$ cat config.mk
export PLATFORM = sky130hd
export DESIGN_NAME = modular_inverse_euclid_unit
export DESIGN_NICKNAME = d
export VERILOG_FILES = /design/src/design/mie_pkg.sv /design/src/design/mie_core.sv /design/src/design/modular_inverse_euclid_unit.sv
export SDC_FILE = /design/constraint.sdc
export NUM_CORES = 1
export LEC_CHECK = 0
export BUFFER_PORTS_ARGS = -buffer_cell sky130_fd_sc_hd__buf_2
export CELL_PAD_IN_SITES_DETAIL_PLACEMENT = 0
export CELL_PAD_IN_SITES_GLOBAL_PLACEMENT = 1
export CORE_ASPECT_RATIO = 2
export CORE_MARGIN = 2
export CORE_UTILIZATION = 53
export CTS_CLUSTER_SIZE = 24
export DETAILED_ROUTE_END_ITERATION = 8
export PLACE_DENSITY = 0.85
export RECOVER_POWER = 100
export SYNTH_ARGS = -nofsm -noshare
export SYNTH_HDL_FRONTEND = slang
export SYNTH_SLANG_ARGS = --single-unit
export TNS_END_PERCENT = 20
$ cat constraint.sdc
create_clock -name clk -period 12.7 [get_ports clk]
set_input_delay 0.635 -clock clk [delete_from_list [all_inputs] [get_ports clk]]
set_output_delay 0.635 -clock clk [all_outputs]
set_load 0.03 [all_outputs]
$ cat src/design/mie_pkg.sv
// Shared types for the modular inverse unit.
// No dependencies.
package mie_pkg;

	typedef enum logic [5:0] {
		S_IDLE  = 6'b000001,
		S_CHECK = 6'b000010,
		S_ALIGN = 6'b000100,
		S_SUB   = 6'b001000,
		S_FIX   = 6'b010000,
		S_DONE  = 6'b100000
	} state_t;

	typedef struct packed {
		logic busy;
		logic done;
	} core_stat_t;

	localparam logic [63:0] MODULUS_RESET = 64'd998244353;
	localparam logic [0:0]  REG_MODULUS   = 1'b0;

endpackage

$ cat src/design/mie_core.sv
// Extended Euclid datapath: shift-subtract division, one quotient bit per cycle.
// Depends on mie_pkg.
module mie_core #(
	parameter int WIDTH = 32
) (
	input  logic                  clk,
	input  logic                  arst_n,
	input  logic                  start,
	input  logic                  ack,
	input  logic [WIDTH-1:0]      a,
	input  logic [WIDTH-1:0]      m,
	output mie_pkg::core_stat_t   stat,
	output logic [WIDTH-1:0]      inv,
	output logic                  ok
);
	import mie_pkg::*;

	localparam int KW = $clog2(WIDTH + 1);

	state_t                    state_q;
	logic [WIDTH:0]            r0_q, r1_q, d_q;
	logic signed [WIDTH+1:0]   t0_q, t1_q, tt_q;
	logic [KW-1:0]             k_q;
	logic [WIDTH-1:0]          m_q;
	logic [WIDTH-1:0]          inv_q;
	logic                      ok_q;

	logic                      ge;
	logic [WIDTH:0]            r0_n;
	logic signed [WIDTH+1:0]   t0_n;
	logic signed [WIDTH+1:0]   t0_fix;
	logic signed [WIDTH+1:0]   m_s;

	assign m_s    = $signed({2'b00, m_q});
	assign ge     = (r0_q >= d_q);
	assign r0_n   = ge ? (r0_q - d_q) : r0_q;
	assign t0_n   = ge ? (t0_q - tt_q) : t0_q;
	assign t0_fix = t0_q[WIDTH+1] ? (t0_q + m_s) : t0_q;

	always_ff @(posedge clk or negedge arst_n) begin
		if (!arst_n) begin
			state_q <= S_IDLE;
		end else begin
			unique case (state_q)
				S_IDLE: if (start) state_q <= S_CHECK;
				S_CHECK: state_q <= (r1_q == '0) ? S_FIX : S_ALIGN;
				S_ALIGN: if ({1'b0, r0_q} < {d_q, 1'b0}) state_q <= S_SUB;
				S_SUB: if (k_q == '0) state_q <= S_CHECK;
				S_FIX: state_q <= S_DONE;
				S_DONE: if (ack) state_q <= S_IDLE;
				default: state_q <= S_IDLE;
			endcase
		end
	end

	always_ff @(posedge clk) begin
		unique case (state_q)
			S_IDLE: begin
				m_q  <= m;
				r0_q <= {1'b0, m};
				r1_q <= (m == '0) ? '0 : {1'b0, a};
				t0_q <= '0;
				t1_q <= (WIDTH+2)'(1);
			end
			S_CHECK: begin
				d_q  <= r1_q;
				tt_q <= t1_q;
				k_q  <= '0;
			end
			S_ALIGN: begin
				if ({1'b0, r0_q} >= {d_q, 1'b0}) begin
					d_q  <= {d_q[WIDTH-1:0], 1'b0};
					tt_q <= tt_q <<< 1;
					k_q  <= k_q + 1'b1;
				end
			end
			S_SUB: begin
				if (k_q == '0) begin
					r0_q <= r1_q;
					r1_q <= r0_n;
					t0_q <= t1_q;
					t1_q <= t0_n;
				end else begin
					r0_q <= r0_n;
					t0_q <= t0_n;
					d_q  <= d_q >> 1;
					tt_q <= tt_q >>> 1;
					k_q  <= k_q - 1'b1;
				end
			end
			S_FIX: begin
				ok_q  <= (r0_q == (WIDTH+1)'(1));
				if (r0_q != (WIDTH+1)'(1))
					inv_q <= '0;
				else if (t0_fix >= m_s)
					inv_q <= WIDTH'(t0_fix - m_s);
				else
					inv_q <= t0_fix[WIDTH-1:0];
			end
			S_DONE: ;
			default: ;
		endcase
	end

	assign stat.busy = (state_q != S_IDLE);
	assign stat.done = (state_q == S_DONE);
	assign inv = inv_q;
	assign ok  = ok_q;

endmodule

$ cat src/design/modular_inverse_euclid_unit.sv
// Modular inverse unit top level: APB register, word handshakes, Euclid core.
// Depends on mie_pkg and mie_core.
// One word at a time: each value is answered with its inverse modulo the
// programmed modulus (reset 998244353) and a has_inverse flag (gcd == 1).
// Values need no prior reduction. Each step of the Euclid core is a check,
// an alignment of the divisor one quotient bit at a time and a subtraction
// one quotient bit at a time; a fix state and a done state finish the word.
// in_stall is high from acceptance until the result word is taken.
// Program the modulus only while idle.
module modular_inverse_euclid_unit #(
	parameter int WIDTH = 32
) (
	input  logic                clk,
	input  logic                arst_n,
	input  logic                psel,
	input  logic                penable,
	input  logic                pwrite,
	input  logic [2:0]          paddr,
	input  logic [((WIDTH > 32) ? 64 : 32)-1:0] pwdata,
	output logic [((WIDTH > 32) ? 64 : 32)-1:0] prdata,
	output logic                pready,
	input  logic                in_valid,
	output logic                in_stall,
	input  logic [WIDTH-1:0]    value,
	output logic                out_valid,
	input  logic                out_stall,
	output logic [WIDTH-1:0]    inverse,
	output logic                has_inverse
);
	import mie_pkg::*;

	localparam int DW = (WIDTH > 32) ? 64 : 32;

	logic [WIDTH-1:0] modulus_q;
	core_stat_t       stat;
	logic             wr_en;

	assign pready = 1'b1;
	assign wr_en  = psel && penable && pwrite && pready && (paddr[2] == REG_MODULUS);

	always_ff @(posedge clk or negedge arst_n) begin
		if (!arst_n) begin
			modulus_q <= WIDTH'(MODULUS_RESET);
		end else if (wr_en) begin
			modulus_q <= pwdata[WIDTH-1:0];
		end
	end

	assign prdata = (paddr[2] == REG_MODULUS) ? DW'(modulus_q) : '0;

	mie_core #(.WIDTH(WIDTH)) u_core (
		.clk    (clk),
		.arst_n (arst_n),
		.start  (in_valid && !stat.busy),
		.ack    (!out_stall),
		.a      (value),
		.m      (modulus_q),
		.stat   (stat),
		.inv    (inverse),
		.ok     (has_inverse)
	);

	assign in_stall  = stat.busy;
	assign out_valid = stat.done;

endmodule

==> flow_summary.yaml <==
floorplanning:
  fp.dieArea_um2: 43400
  core_um2: 41100
  rows: 105
  io-pin-count: 142
  die_x_um: 148
  start_util: 0.537
  die_y_um: 293
synth:
  async_flop_share: 0.123
  ys_ff_latch: 310
  synth_top_area_share: 0.370
  synth-edff-count: 272
  yosysSeqAreaShare: 0.414
  synth_nets: 2524
  syn_avg_cell_area_um2: 9.68
  synthFlopType: "edfxtp_1"
  synthesis.area_um2: 22100
  synth_common_cells: "edfxtp_1, nor2_1, nand2_1"
  postSynthCellCount: 2279
  yosysWarnings: 0
  synth_most_common_cell: "edfxtp_1"
  yosys.area.top_type: "edfxtp_1"
  synth_cell_types: 78
  ys_top_cells_by_area: "edfxtp_1, ha_1, a21oi_1"
route:
  vias_per_cell: 6.40
  drt-total-wl_um: 69900
  first_iter_violations: 1096
  dr.pass1.iters: 5
  route.detailed.drc: 0
  antenna_left: 0
  vias: 18723
  wl_per_cell_um: 23.9
global_route:
  grt_pass1_vias: 19179
  grt_pass1_wl_um: 106000
  grt_max_degree: 204
  antenna_found_initial: 0
  grt.total_usage: 0.318
  grt-ovfl-total: 0
sta:
  setup_slack_ps: 4630
  drv_slew: 652
  fin_crit_ps: 8070
  fmax_mhz: 124
  period_share: 0.635
  hold_violations: 0
  finClkSkew_ps: 13.3
  maxSlewHeadroom: -1.98
  setup_viol: 0
  worst_pin_slew_ps: 4470
  rsz0062_at_grt: "false"
  tns_ps: 0
placement:
  pre_cts_ws_ps: 6240
  dp_hpwl_um: 51400
  gp_congestion: 0.938
  portBuffers: 138
cts:
  cts_hold_buffers: 0
  clk_latency_ps: 580
  post_cts_buffers: 0
  clock-sinks: 310
  post_cts_resized: 0
  path_clk_slew_ps: 70
  htree_num_levels: 1
  cts_max_path_buffers: 3
  cts_tree: "done"
  numCtsBuffers: 29
  cts-root-buf: "clkbuf_16"
critical_path:
  crit_start: "u_core.r0_q[5]"
  reg2reg_depth: 12
  worstSetupStartpointType: "flop"
  required_ps: 13150
  r2r-start: "u_core.r0_q[5]"
  cp_max_fo: 44
  cp_data_arrival_time_ps: 8520
  crit_type: "flop to flop"
  r2r_slack_ps: 4630
  crit_end: "u_core.r0_q[2]"
  r2r-end: "u_core.r0_q[2]"
  crit_path_end_kind: "flop"
final_layout:
  area_growth_pct: 8.49
  drive_above_1_share: 0.0786
  final_util: 0.582
  antenna_cells: 0
  fin_nets: 2614
status:
  violations: "capacitance limit, slew limit"
  status: "complete, but fails checks"
run:
  drv_cap: 15
min_path:
  hp-class: "input pin to flop"
-- cell usage in the layout, fill, tap and decap left out, types with 45 or more instances in the layout --
master    count
edfxtp_1    272
a21o_1       92
clkbuf_1     86
nand2_1     182
ha_1        166
o21ai_0     156
nor2_1      187
a21oi_1     171
xnor2_1      72
mux2_2       49
nor2b_1      45
o221ai_1     62
inv_1       142
mux2i_1      66
buf_2        69
-- cells by family (layout without fill, tap and decap cells) --
kind of cell	after synthesis	in the layout	synth area share
compound gates	697	697	0.207
xor+xnor	109	109	0.0433
fa+ha+maj	171	171	0.0986
buf+inv	240	352	0.0438
flops	310	310	0.414
mux	119	119	0.0570
other cells	1	1	0.000170
simple gates	632	632	0.137
-- routing by layer --
metal / wire length [um] / track usage / share of wire / vias to the layer above
met5: 0 / 0 / 0 / -
met1: 23600 / 0.318 / 0.34 / 9045
met3: 3100 / 0.0273 / 0.044 / 262
met4: 5980 / 0.236 / 0.086 / 0
met2: 37200 / 0.599 / 0.53 / 690
li1: - / - / - / 8726
-- stage by stage --
step	hold slack [ps]	area (um2)	std cells
final	261	23900	2926
after global routing	258	23900	2926
after CTS	230	24100	2926
after detailed placement	542	23200	2873
after global placement	536	23200	2873
after floorplan	339	22100	2279
-- how the worst min path moves through the flow --
stage                          startpoint  cells past startpoint  slack, ps                end
after floorplan                    arst_n                      0        340      modulus_q[10]
after global placement    u_core.t1_q[33]                      2        540    u_core.tt_q[33]
after detailed placement  u_core.t1_q[14]                      2        540    u_core.tt_q[14]
after CTS                          arst_n                      1        230       modulus_q[6]
after global routing             in_valid                      2        260  u_core.state_q[0]
final                            in_valid                      2        260  u_core.state_q[0]
-- area by class of cell --
class                           count  area (um2)
Inverter                          142         533
Sequential cell                   310        9130
Clock buffer                       37         776
Clock inverter                     16         151
Fill cell                        3700       17200
Timing Repair Buffer              157         718
Tap cell                          535         669
Multi-Input combinational cell   1729       12000
-- state kept, by name, summed over array words and instances (netlist names) --
signal and cells:
u_core.t0_q 34, u_core.r1_q 33, u_core.tt_q 34, u_core.d_q 33
u_core.state_q 6, u_core.t1_q 34, u_core.r0_q 33, modulus_q 32
u_core.ok 1, u_core.inv 32, u_core.m_q 32, u_core.k_q 6
-- critical path, stage by stage (launching register included) --
cell,delay (ps)
edfxtp_1,480
ha_1,410
nand4_1,360
nand2_1,170
o22ai_1,100
or4_1,680
a211o_1,360
o21ai_0,690
a21o_1,1270
clkbuf_1,2380
mux2i_1,530
a21oi_1,310
a21o_1,130
Power is not shown: default switching activity piles up to over one toggle a cycle in this logic, so the estimate is an artifact.
